`src/rtl/slfr_pkg.sv`:
```
`default_nettype none

package slfr_pkg;

    localparam int unsigned BUFFER_BYTES = 124;

    // position runs 0..BUFFER_BYTES
    localparam int unsigned POS_W = $clog2(BUFFER_BYTES + 1);
    // wide enough for position + 1 and length + 3
    localparam int unsigned CMP_W = 10;

    localparam logic [7:0]  SYNC_BYTE   = 8'h7E;
    localparam logic [7:0]  SECOND_BYTE = 8'h55;
    localparam logic [15:0] CRC_POLY    = 16'h8408;
    localparam logic [15:0] CRC_INIT    = 16'hFFFF;
    localparam logic [POS_W-1:0] CMD_POS = POS_W'(8);

    // CRC-16/X-25, reflected, one byte per call
    function automatic logic [15:0] crc_byte(input logic [15:0] crc, input logic [7:0] b);
        logic [15:0] c;
        c = crc ^ {8'h00, b};
        for (int k = 0; k < 8; k++) begin
            if (c[0])
            begin
                c = (c >> 1) ^ CRC_POLY;
            end
            else
            begin
                c = c >> 1;
            end
        end
        return c;
    endfunction

endpackage

`default_nettype wire

```
`src/rtl/sync_length_frame_receiver_crc16.sv`:
```
// Channel  | Dir | Signals                        | Content
// s        | in  | s_tvalid s_tready s_tdata[7:0] | rx_byte
// m        | out | m_tvalid m_tready m_tuser[0]   | crc_ok
//          |     | m_tdata[15:0]                  | frame_length, command_code
//
// One beat per cycle unless a result waits on a stalled m: a byte is held in the input register, then
// the frame tracker and the byte-wide CRC update its state in a single pass.
// A completed frame's result is registered for m when its last byte leaves the input register.
// Reset clears the position and the header state and loads the CRC with 0xFFFF.
// With m stalled and a result waiting, s takes at most one more byte and then holds.
`default_nettype none

module sync_length_frame_receiver_crc16 (
    input  wire logic        clk,
    input  wire logic        rst_n,
    input  wire logic        s_tvalid,
    output logic             s_tready,
    input  wire logic [7:0]  s_tdata,   // [7:0] rx_byte
    output logic             m_tvalid,
    input  wire logic        m_tready,
    output logic [15:0]      m_tdata,   // [7:0] frame_length, [15:8] command_code
    output logic [0:0]       m_tuser    // [0] crc_ok
);

    localparam int unsigned PW = slfr_pkg::POS_W;
    localparam int unsigned CW = slfr_pkg::CMP_W;

    logic          in_valid_reg;
    logic [7:0]    in_byte_reg;

    logic [PW-1:0] pos_reg,     pos_next;
    logic [7:0]    sh_reg,      sh_next;
    logic [7:0]    len_reg,     len_next;
    logic [15:0]   crc_reg,     crc_next;
    logic [7:0]    crc_lo_reg,  crc_lo_next;
    logic [7:0]    cmd_reg,     cmd_next;

    logic          out_valid_reg;
    logic          out_ok_reg,  out_ok_next;
    logic [7:0]    out_len_reg;
    logic [7:0]    out_cmd_reg;

    logic          done;
    logic          adv;
    logic [PW-1:0] p;
    logic [CW-1:0] p_w;
    logic [CW-1:0] len_w;
    logic [15:0]   rx_crc;

    always_comb
    begin
        p           = (pos_reg >= PW'(slfr_pkg::BUFFER_BYTES)) ? '0 : pos_reg;
        pos_next    = pos_reg;
        sh_next     = sh_reg;
        len_next    = len_reg;
        crc_next    = crc_reg;
        crc_lo_next = crc_lo_reg;
        cmd_next    = cmd_reg;
        done        = 1'b0;
        p_w         = CW'(p);
        len_w       = '0;
        rx_crc      = '0;
        out_ok_next = 1'b0;

        if (p == '0)
        begin
            pos_next = '0;
            if (in_byte_reg == slfr_pkg::SYNC_BYTE)
            begin
                crc_next = slfr_pkg::CRC_INIT;
                cmd_next = '0;
                pos_next = PW'(1);
            end
        end
        else
        begin
            if (p == PW'(1))
            begin
                sh_next = in_byte_reg;
            end
            if (p == PW'(2))
            begin
                len_next = in_byte_reg;
            end
            len_w = CW'(len_next);
            if (p_w >= CW'(2) && p_w <= len_w)
            begin
                crc_next = slfr_pkg::crc_byte(crc_reg, in_byte_reg);
            end
            if (p_w == len_w + CW'(1))
            begin
                crc_lo_next = in_byte_reg;
            end
            if (p == slfr_pkg::CMD_POS)
            begin
                cmd_next = in_byte_reg;
            end
            pos_next = p + PW'(1);

            // frame ends once position passes L+2
            if (sh_next == slfr_pkg::SECOND_BYTE && p_w + CW'(1) >= len_w + CW'(3))
            begin
                done        = 1'b1;
                rx_crc      = {in_byte_reg, crc_lo_next};
                out_ok_next = (len_next >= 8'd2) && (~crc_next == rx_crc);
                pos_next    = '0;
            end
        end
    end

    assign adv      = in_valid_reg && (!out_valid_reg || m_tready);
    assign s_tready = !in_valid_reg || adv;

    always_ff @(posedge clk or negedge rst_n)
    begin
        if (!rst_n)
        begin
            in_valid_reg  <= 1'b0;
            out_valid_reg <= 1'b0;
            pos_reg       <= '0;
            sh_reg        <= '0;
            len_reg       <= '0;
            crc_reg       <= slfr_pkg::CRC_INIT;
            crc_lo_reg    <= '0;
            cmd_reg       <= '0;
        end
        else
        begin
            if (s_tvalid && s_tready)
            begin
                in_valid_reg <= 1'b1;
            end
            else if (adv)
            begin
                in_valid_reg <= 1'b0;
            end

            if (adv)
            begin
                pos_reg    <= pos_next;
                sh_reg     <= sh_next;
                len_reg    <= len_next;
                crc_reg    <= crc_next;
                crc_lo_reg <= crc_lo_next;
                cmd_reg    <= cmd_next;
            end

            if (adv && done)
            begin
                out_valid_reg <= 1'b1;
            end
            else if (m_tready)
            begin
                out_valid_reg <= 1'b0;
            end
        end
    end

    // payload, no reset
    always_ff @(posedge clk)
    begin
        if (s_tvalid && s_tready)
        begin
            in_byte_reg <= s_tdata;
        end
        if (adv && done)
        begin
            out_ok_reg  <= out_ok_next;
            out_len_reg <= len_next;
            out_cmd_reg <= cmd_next;
        end
    end

    assign m_tvalid   = out_valid_reg;
    assign m_tdata    = {out_cmd_reg, out_len_reg};
    assign m_tuser[0] = out_ok_reg;

    a_pos_range: assert property (@(posedge clk) disable iff (!rst_n)
        pos_reg <= PW'(slfr_pkg::BUFFER_BYTES))
        else $error("frame position beyond buffer size");

    a_done_rewind: assert property (@(posedge clk) disable iff (!rst_n)
        adv && done |=> pos_reg == '0 && out_valid_reg)
        else $error("completed frame did not rewind position or post result");

    a_ok_len: assert property (@(posedge clk) disable iff (!rst_n)
        out_valid_reg && out_ok_reg |-> out_len_reg >= 8'd2)
        else $error("crc_ok flagged on a frame shorter than two bytes");

    a_stall_full: assert property (@(posedge clk) disable iff (!rst_n)
        !s_tready |-> in_valid_reg && out_valid_reg)
        else $error("input stalled while a stage is free");

endmodule

`default_nettype wire

```
`config.mk`:
```
export PLATFORM = sky130hd
export DESIGN_NAME = sync_length_frame_receiver_crc16
export DESIGN_NICKNAME = d
export VERILOG_FILES = /design/src/rtl/slfr_pkg.sv /design/src/rtl/sync_length_frame_receiver_crc16.sv
export SDC_FILE = /design/constraint.sdc
export NUM_CORES = 1
export LEC_CHECK = 0
export BUFFER_PORTS_ARGS = -buffer_cell sky130_fd_sc_hd__buf_2
export CELL_PAD_IN_SITES_DETAIL_PLACEMENT = 1
export CELL_PAD_IN_SITES_GLOBAL_PLACEMENT = 2
export CORE_ASPECT_RATIO = 0.75
export CORE_MARGIN = 5
export CORE_UTILIZATION = 35
export CTS_CLUSTER_SIZE = 25
export DETAILED_ROUTE_END_ITERATION = 12
export PLACE_DENSITY = 0.79
export SLEW_MARGIN = 20
export SYNTH_ARGS = -nofsm -noshare
export SYNTH_HDL_FRONTEND = slang
export SYNTH_SLANG_ARGS = --single-unit
```
`constraint.sdc`:
```
create_clock -name clk -period 6.5 [get_ports clk]
set_input_delay 0.325 -clock clk [delete_from_list [all_inputs] [get_ports clk]]
set_output_delay 0.325 -clock clk [all_outputs]
set_load 0.01 [all_outputs]
```
Yosys cells after proc, flatten, opt, wreduce, memory -nomap -nowiden
Cells that the tools add are included.
- register bits after elaboration: 82
- output and inout port bits: 19
- word-level logic and storage cells: 103
- add/sub/neg operators: 4
- magnitude comparators: 5
- eq/ne operators: 8
- muxes and demuxes: 46
- bitwise operators: 12
- reductions and logical operators: 16
- operator list (operator ; count):
    16-bit 2-to-1 mux ; 26
    8-bit 2-to-1 mux ; 10
    2-bit NOT with 3-bit output ; 8
    7-bit 2-to-1 mux ; 3
    16-bit == test ; 1
    8-bit by 7-bit == test with 1-bit output, second input constant ; 2
    16-bit NOT ; 1
    16-bit by 8-bit bitwise XOR with 16-bit output ; 1
    8-bit by 1-bit adder with 9-bit output, second input constant ; 1
    8-bit by 2-bit adder with 9-bit output, second input constant ; 1
    7-bit by 9-bit == test with 1-bit output ; 1
    8-bit by 9-bit >= comparator with 1-bit output ; 1
    7-bit by 1-bit adder with 8-bit output, second input constant ; 1
    8-bit by 2-bit >= comparator with 1-bit output, second input constant ; 1
    7-bit by 8-bit <= comparator with 1-bit output ; 1
    7-bit by 1-bit adder with 7-bit output, second input constant ; 1
    7-bit by 1-bit == test with 1-bit output, second input constant ; 1
    7-bit by 2-bit == test with 1-bit output, second input constant ; 1
    7-bit by 4-bit == test with 1-bit output, second input constant ; 1
    7-bit by 2-bit >= comparator with 1-bit output, second input constant ; 1
    7-bit >= comparator, second input constant ; 1
    7-bit logical NOT ; 1
    1-bit 2-to-1 mux ; 7
    1-bit logical AND ; 6
    7 further kinds ; 12

Depth between registers and ports, before layout
Gate-level depths: netlist of run 1.
- word-level depth: 40
- gate-level depth with buffers: 22
- gate-level depth less buffers: 20

Worst setup path before layout of run 1
No wires, ideal clock.
- path kind: register to register
- start: register pos_reg[5]
- end: register out_ok_reg, in the netlist m_tuser (data pin)
- library setup time: 0.133 ns
- arrival time: 5.494 ns
- required time: 6.367 ns
- path slack: 0.873 ns
- stages on the path, launching flop included: 21
- clock period less this slack: 5.627 ns
- cell sequence: dfrtp_1 buf_2 nand3_1 o21ai_0 inv_1 ha_1 and3_1 a22oi_4 clkbuf_1 mux2i_1 ha_1 nand4_1 a21oi_1 o31a_1 o211a_1 nor2_1 mux2_2 a2111oi_0 o2111ai_1 a2111oi_0 and3_1
- word-level cells in the longest chain between the ends: 12
- ends and longest elaborated chain (what ; RTL line ; text):
    start: declaration ; sync_length_frame_receiver_crc16.sv:31 ; logic [PW-1:0] pos_reg, pos_next;
    start signal: assignment ; sync_length_frame_receiver_crc16.sv:140 ; pos_reg <= pos_next;
    7-bit >= comparator ; sync_length_frame_receiver_crc16.sv:52 ; p = (pos_reg >= PW'(slfr_pkg::BUFFER_BYTES)) ? '0 : pos_reg;
    7-bit 2-to-1 mux * ; sync_length_frame_receiver_crc16.sv:52 ;
    parallel branches: the longest is 10 deep, another holds 8-bit by 1-bit adder with 9-bit output ; n/a ;
    end signal: assignment ; sync_length_frame_receiver_crc16.sv:168 ; out_ok_reg <= out_ok_next;
    end: declaration ; sync_length_frame_receiver_crc16.sv:39 ; logic out_ok_reg, out_ok_next;
Mark *: on every way between the ends. The select of a mux whose other input is x is not followed.
A chain may end at the register's enable or synchronous reset.

Worst setup path in the final report of run 1
- start: register pos_reg[4]
- end: register out_ok_reg, in the netlist m_tuser (data pin)
Same word-level chain as after synthesis.

==> results.toml, run 1 <==
[outcome]
status = "complete, no violations"

[synthesis]
synth_warnings = 0
synth_common_cells = "dfrtp_1, nor2_1, a21oi_1, nand2_1, xnor2_1"
synth.most_common_cell = "dfrtp_1"
synth_edf_count = 25
synth_area_um2 = 5270
yosysSeqAreaShare = 0.417
synth.avg_cell_area_um2 = 10.1
synth_top_area_cell = "dfrtp_1"
yosys.area.top_type_share = 0.195
synth_seq_cells = 82
synth_cells = 523
async_flop_share = 0.695
synth.distinct_cells = 61
synth_area_leaders = "dfrtp_1, edfxtp_1, dfstp_2"
syn-num-nets = 557
synthFlopType = "dfrtp_1"

[timing]
drv_slew = 0
setup_viol = 0
fin_tns_setup_ns = 0
fmax_mhz = 167
hold_viol_final = 0
skew_ns = 0.00626
fin_crit_sh = 0.922
rsz0062_at_grt = "false"
relSlewSlack = 0.363
fin_crit_ns = 6.00
tightestPinTransition_ns = 0.956

[power_and_ir_drop]
power_mw = 2.08
power.leakage_nw = 2.50
p_per_area_nw_per_um2 = 349
max-vdd-ir-drop_mv = 0.154

[clock_tree]
worstSkewPairLatency_ns = 0.35
post-cts-setup-buffer-count = 0
cts_tree = "done"
cts_buffers = 9
htreeDepth = 3
cts_root_buffer = "clkbuf_16"
ctsHoldBuffers = 0
clk_pin_slew_ns = 0.06
cts_num_sinks = 82
cts_buffer_depth = 2
post_cts_resized = 0

[final_layout]
final_core_util = 0.408
fin_cells = 751
design_area_um2 = 5950
largest_reg_flops = 16
area_growth_pct = 12.9
drive_above_1_share = 0.194
fin_nets = 580
fillers = 1628
diodes = 0

[global_route]
antenna_found_initial = 0
grt_use_total = 0.195
gr-total-overflow = 0
grt_max_degree = 58
grt_pass1_vias = 4443
grt_pass1_wl_um = 26000

[place]
gp_congestion = 1.00
placed_cell_area_um2 = 5640
port-buffer-count = 30
dp.cells = 735
dp_hpwl_um = 11700

[worst_setup_path]
worst_ep_required_time_ns = 6.71
worst-r2r-setup-slack_ns = 0.50
r2r_cells = 21
r2r_end = "m_tuser"
path_class = "register to register"
arrival_ns = 6.21
crit_fanout = 17
r2r_start = "pos_reg[4]"
end_kind = "register"
critPathLaunchType = "register"

[die]
dieArea_um2 = 17600
ios = 31
die_y_um = 116
rows = 38
core_um2 = 14600
die_x_um = 152
initial_utilization = 0.361

[routing]
drc = 0
dr_total_vias = 4266
antenna_left = 0
post_drt_wl_per_cell_um = 21.6
wl_um = 16200
drtIter0Drc = 236
via_per_inst = 5.68
drt_pass1_iterations = 5

[hold_path]
hold_path_class = "primary input to async pin"

[job]
max_cap_violations = 0
worst max-delay path, stage by stage (launching register included):
cell and delay (ns):
dfrtp_1 0.60, nand3_1 0.22, o21ai_0 0.20, buf_4 0.17
inv_1 0.08, ha_1 0.22, and3_1 0.23, a22oi_4 0.57
mux2i_1 0.62, ha_1 0.33, nor2_1 0.10, xor2_1 0.18
ha_1 0.34, nand2_1 0.07, o21ai_0 0.19, a31oi_1 0.13
a211o_1 0.38, o21bai_1 0.21, a211oi_1 0.27, o2111ai_1 0.16
a2111oi_0 0.37, and3_1 0.21
per-layer routing:
| layer | routed length [um] | track usage |
|---|---|---|
| met1 | 7960 | 0.283 |
| met2 | 7120 | 0.293 |
| met3 | 931 | 0.0497 |
| met4 | 174 | 0.0455 |
| met5 | 0 | 0 |
placed cells by master, fill, tap and decap left out, types with 3 or more instances in the layout:
master,n
dfstp_2,16
nor4_1,4
xnor2_1,29
or2_2,5
clkinv_2,3
a22o_1,21
nor2b_1,3
nand4_1,10
a211o_1,3
nand2_1,31
a31oi_1,5
o21ai_0,27
or3_1,4
inv_1,11
nor3_1,8
edfxtp_1,25
o22a_1,7
nand2b_1,6
buf_4,14
and2_1,9
mux2i_1,21
and3_1,11
nor2_1,37
mux2_2,21
xor2_1,25
buf_2,30
dfrtp_1,41
nand3_1,14
clkbuf_16,9
ha_1,22
a21oi_1,32
area by class of cell:
class	instances	area (um2)	area share
Multi-Input combinational cell	398	2900	0.487
Inverter	11	41.3	0.00694
Sequential cell	82	2200	0.369
Clock inverter	6	82.6	0.0139
Clock buffer	10	229	0.0385
Timing Repair Buffer	44	255	0.0429
Tap cell	200	250	0.0421
stage by stage:
step           setup slack (ns)  hold WS [ns]
2_1_floorplan             0.873        0.0294
3_3_place_gp              0.752         0.473
3_5_place_dp              0.610         0.479
4_1_cts                   0.543         0.132
5_1_grt                  0.0830         0.129
6_report                  0.504         0.145
logic make-up after synthesis:
kind of cell,share of synthesized area
AOI/OAI and AO/OA,0.159
xor gates and xnor gates,0.0897
adders and majority gates,0.0522
buffers and inverters,0.0337
DFF,0.417
muxes,0.0916
other,0.000712
and+or+nand+nor,0.156
worst max-delay path by stage:
stage | start | to | slack, ns | depth (start not counted)
finish | pos_reg[4] | m_tuser | 0.50 | 21
global route | pos_reg[4] | m_tuser | 0.08 | 21
CTS | pos_reg[4] | m_tuser | 0.54 | 21
detailed placement | pos_reg[4] | m_tuser | 0.61 | 21
global placement | pos_reg[5] | m_tuser | 0.75 | 21
floorplan | pos_reg[5] | m_tuser | 0.87 | 20
report_power, final:
group	total [mW]	internal, mW	switching [mW]	leakage (nW)
clock network	0.540	0.334	0.206	0.152
registers	0.760	0.656	0.104	0.992
logic	0.776	0.331	0.445	1.35
(Power assumes the default switching activity.)
==> inputs of run 2 (changes only) <==
PLACE_DENSITY = 0.76   (was 0.79)
clock period = 7.65 ns   (was 6.5 ns; I/O delays follow)
==> results.toml, run 2 (synthesis gave the netlist of run 1 again) <==
[outcome]
status = "complete, no violations"

[worst_setup_path]
arrival_ns = 7.22
end_kind = "register"
crit_fanout = 17
slowest_stage = "mux2i_1"
critPathLaunchType = "register"
r2r_cells = 18
r2r_start = "pos_reg[5]"
crit_chain = "nand3_1, o21ai_0, inv_1, ha_1, and3_1, a22oi_4, mux2i_1, ha_1, nand4_1, a21oi_1, o31a_1, o211a_1, nor2_1, mux2_2, a2111oi_0, o2111ai_1, a2111oi_0, and3_1"
critPathBufInv = 1
path_class = "register to register"
slowest_delay_ns = 0.75
worst-r2r-setup-slack_ns = 0.64
r2r_end = "m_tuser"
worst_ep_required_time_ns = 7.87
crit_family = "compound AO/OA/AOI/OAI gates"

[power_and_ir_drop]
p_sw_mw = 0.659
p_comb_frac = 0.362
p_int_mw = 1.15
p_sw_frac = 0.364
seq_power_share = 0.357
clkPwrFrac = 0.281
power.leakage_nw = 2.47
p_per_area_nw_per_um2 = 306
max-vdd-ir-drop_mv = 0.125

[timing]
fin_crit_ns = 7.01
rsz0062_at_grt = "false"
setup_viol = 0
fin_crit_sh = 0.916
hold_viol_final = 0
drv_slew = 0
skew_ns = 0.0128
relSlewSlack = 0.346
fin_tns_setup_ns = 0
tightestPinTransition_ns = 0.978
fmax_mhz = 143

[place]
dp_hpwl_um = 12000
gp_congestion = 0.846
dp.cells = 726
port-buffer-count = 30

[global_route]
grt_pass1_vias = 4366
antenna_found_initial = 0
gr-total-overflow = 0
grt_max_degree = 58
grt_pass1_wl_um = 26300
grt_use_total = 0.199

[clock_tree]
cts_tree = "done"
cts_buffers = 9
worstSkewPairLatency_ns = 0.35
htreeDepth = 3
clk_pin_slew_ns = 0.07
cts_num_sinks = 82
post_cts_resized = 0
cts_buffer_depth = 2
post-cts-setup-buffer-count = 0
ctsHoldBuffers = 0
cts_root_buffer = "clkbuf_16"

[routing]
drtIter0Drc = 308
wl_um = 16600
drc = 0
via_per_inst = 5.60
post_drt_wl_per_cell_um = 22.3
antenna_left = 0
dr_total_vias = 4153
drt_pass1_iterations = 4

[die]
core_um2 = 14600
die_y_um = 116
rows = 38
initial_utilization = 0.361
die_x_um = 152
dieArea_um2 = 17600
ios = 31

[final_layout]
final_common_cell = "dfrtp_1"
drive_above_1_share = 0.181
fin_nets = 571
final_cell_mix = "dfrtp_1, nor2_1, a21oi_1, nand2_1, buf_2"
area_growth_pct = 12.3
fin_cells = 742
diodes = 0
largest_reg_flops = 16

[job]
max_cap_violations = 0

[hold_path]
hold_path_class = "primary input to async pin"
-- run 2: cell count changes in the layout (fill, tap and decap cells not counted) --
cell	before	now
clkinv_2	3	0
buf_4	14	5
clkinv_4	0	2
bufinv_16	2	3
-- run 2: how the worst max path moves through the flow --
stage,cells after the start,to,from,slack [ns]
3_5_place_dp,18,m_tuser,pos_reg[4],0.69
2_1_floorplan,20,m_tuser,pos_reg[5],2.02
5_1_grt,18,m_tuser,pos_reg[4],0.19
6_report,18,m_tuser,pos_reg[5],0.64
3_3_place_gp,17,m_tuser,pos_reg[5],1.06
4_1_cts,18,m_tuser,pos_reg[5],0.66
-- run 2: stage by stage --
stage               worst slack, ns  cell area, um2  hold WS [ns]   util  power, mW
finish                        0.641            5920         0.204  0.405       1.81
global route                  0.188            5920         0.190  0.405       1.92
CTS                           0.665            5920         0.193  0.405       1.82
detailed placement            0.693            5570         0.491  0.382       1.30
global placement               1.06            5570         0.465  0.382       1.29
floorplan                      2.02            5270        0.0869      -       1.11
-- run 2: power groups by stage --
stage	clock network [mW]	registers, mW	logic (mW)
after floorplan	0	0.612	0.502
after global placement	0	0.650	0.639
after detailed placement	0	0.653	0.650
after CTS	0.520	0.647	0.655
after global routing	0.541	0.659	0.722
final	0.509	0.647	0.656
-- run 2: layout make-up --
class / instances / area [um2]
clock buffer: 10 / 229
clock inverter: 6 / 115
fill: 1626 / 8680
inverter: 11 / 41.3
multi-input combinational: 398 / 2900
sequential: 82 / 2200
tap: 200 / 250
timing repair buffer: 35 / 188
-- run 2: per-layer routing --
metal	track usage	wire length (um)
met5	0	0
met4	0.0437	173
met3	0.0415	881
met2	0.293	7030
met1	0.301	8470
==> inputs of run 3 (changes only) <==
ABC_AREA = 1   (was not set)
PLACE_DENSITY = 0.83   (was 0.76)
==> results.toml, run 3 <==
[outcome]
status = "complete, no violations"

[timing]
setup_viol = 0
relSlewSlack = 0.414
layout_setup_ws_ns = 2.00
rsz0062_at_grt = "false"
fin_tns_setup_ns = 0
skew_ns = 0.0129
tightestPinTransition_ns = 0.879
fin_crit_sh = 0.739
drv_slew = 0
fmax_mhz = 177
hold_viol_final = 0
timing.hold.ws_ns = 0.205
fin_crit_ns = 5.65

[global_route]
gr-total-overflow = 0
antenna_found_initial = 0
grt_use_total = 0.193
grt_max_degree = 58
grt_pass1_wl_um = 27900
grt_pass1_vias = 5023

[worst_setup_path]
r2r_cells = 29
cp_common_cell = "nand2_1"
crit_fanout = 17
slowest_stage = "dfrtp_1"
slowest_delay_ns = 0.43
path_class = "register to register"
r2r_end = "out_len_reg[2]"
critPathLaunchType = "register"
worst_ep_required_time_ns = 7.67
r2r_start = "pos_reg[5]"
arrival_ns = 5.67
end_kind = "register"
worst-r2r-setup-slack_ns = 2.00

[clock_tree]
post-cts-setup-buffer-count = 0
cts_buffer_depth = 2
cts_num_sinks = 82
post_cts_resized = 0
cts_buffers = 9
htreeDepth = 3
worstSkewPairLatency_ns = 0.35
cts_tree = "done"
ctsHoldBuffers = 0
clk_pin_slew_ns = 0.06
cts_root_buffer = "clkbuf_16"

[final_layout]
drive_above_1_share = 0.125
final_cell_mix = "nand2_1, inv_1, o21ai_0, nand3_1, nor2_1"
largest_reg_flops = 16
area_growth_pct = 12.0
fin_nets = 782
diodes = 0
final_common_cell = "nand2_1"

[routing]
met2_length_um = 7350
post_drt_wl_per_cell_um = 17.9
antenna_left = 0
wl_um = 17200
via_per_inst = 5.14
drc = 0
met1Wirelength_um = 8810
drtIter0Drc = 280
dr_total_vias = 4920
drt_pass1_iterations = 4
top_layer_used = "met4"
dr_wl_met3_um = 854

[die]
die_y_um = 118
ios = 31
core_um2 = 15200
initial_utilization = 0.358
dieArea_um2 = 18200
rows = 39
die_x_um = 154

[synthesis]
synth_common_cells = "nand2_1, inv_1, o21ai_0, nand3_1, nor2_1"
async_flop_share = 0.695
synth_warnings = 0
synthFlopType = "dfrtp_1"
synth.most_common_cell = "nand2_1"
yosysSeqAreaShare = 0.403
synth_cells = 724
synth_area_leaders = "dfrtp_1, edfxtp_1, nand2_1"
synth_seq_cells = 82
synth_top_area_cell = "dfrtp_1"
synth_edf_count = 25
synth.distinct_cells = 43
syn-num-nets = 758
yosys.area.top_type_share = 0.188
synth_area_um2 = 5450
synth.avg_cell_area_um2 = 7.52

[place]
port-buffer-count = 30
gp_congestion = 0.879
dp_hpwl_um = 12900
place_ws_ns = 2.08

[hold_path]
hold_path_class = "primary input to async pin"

[job]
max_cap_violations = 0
## run 3: cell types whose count changed in the layout (fill, tap and decap cells not counted), moves of 21 or more
cell / change
inv_1: +86
o21ai_0: +34
nand3_1: +44
nand2_1: +168
mux2_2: -21
mux2i_1: -21
a22o_1: -21
## run 3: layer usage
metal	GRT usage	vias to the layer above
met5	0	-
met4	0.0370	0
met3	0.0404	10
met2	0.281	96
met1	0.295	2413
li1	-	2401
## run 3: layout make-up
type                       instances  area [um2]
tap                              205         256
sequential                        82        2200
fill                            1896        9130
multi-input combinational        518        2760
clock inverter                     6        90.1
timing repair buffer              34         180
inverter                         103         387
clock buffer                      10         229
## run 3: per-stage QoR
stage | utilization | cells | area, um2
finish | 0.401 | 958 | 6100
floorplan | - | 724 | 5450
CTS | 0.401 | 958 | 6100
global placement | 0.380 | 942 | 5780
detailed placement | 0.380 | 942 | 5780
global route | 0.401 | 958 | 6100
## run 3: worst max path at each step
stage               start              to  slack [ns]  cells after the start
2_1_floorplan  pos_reg[5]         m_tuser        2.90                     29
3_3_place_gp   pos_reg[5]  out_len_reg[4]        2.25                     28
3_5_place_dp   pos_reg[4]  out_len_reg[2]        2.08                     29
4_1_cts        pos_reg[4]  out_len_reg[2]        2.05                     29
5_1_grt        pos_reg[5]         m_tuser        1.55                     35
6_report       pos_reg[5]  out_len_reg[2]        2.00                     29
## run 3: kinds of logic (layout without fill, tap and decap cells)
kind of cell / Yosys count / after routing / synth area share
AND/OR/NAND/NOR: 351 / 351 / 0.285
buffers and inverters: 124 / 153 / 0.0903
AO/OA/AOI/OAI: 113 / 113 / 0.120
flip-flops: 82 / 82 / 0.403
XOR/XNOR: 31 / 31 / 0.0499
adder cells (fa/ha/maj): 22 / 22 / 0.0506
other: 1 / 1 / 0.000689
## run 3: worst max-delay path, delay by kind of cell, from the launching register on
kind / cells / cell delay, ns
flip-flops: 1 / 0.43
buffers and inverters: 6 / 1.15
XOR/XNOR: 1 / 0.16
AND/OR/NAND/NOR: 17 / 2.34
AO/OA/AOI/OAI: 2 / 0.23
adder cells (fa/ha/maj): 3 / 0.98
Power of run 3 is not shown: default switching activity piles up to over one toggle a cycle in this logic, so the estimate is an artifact.
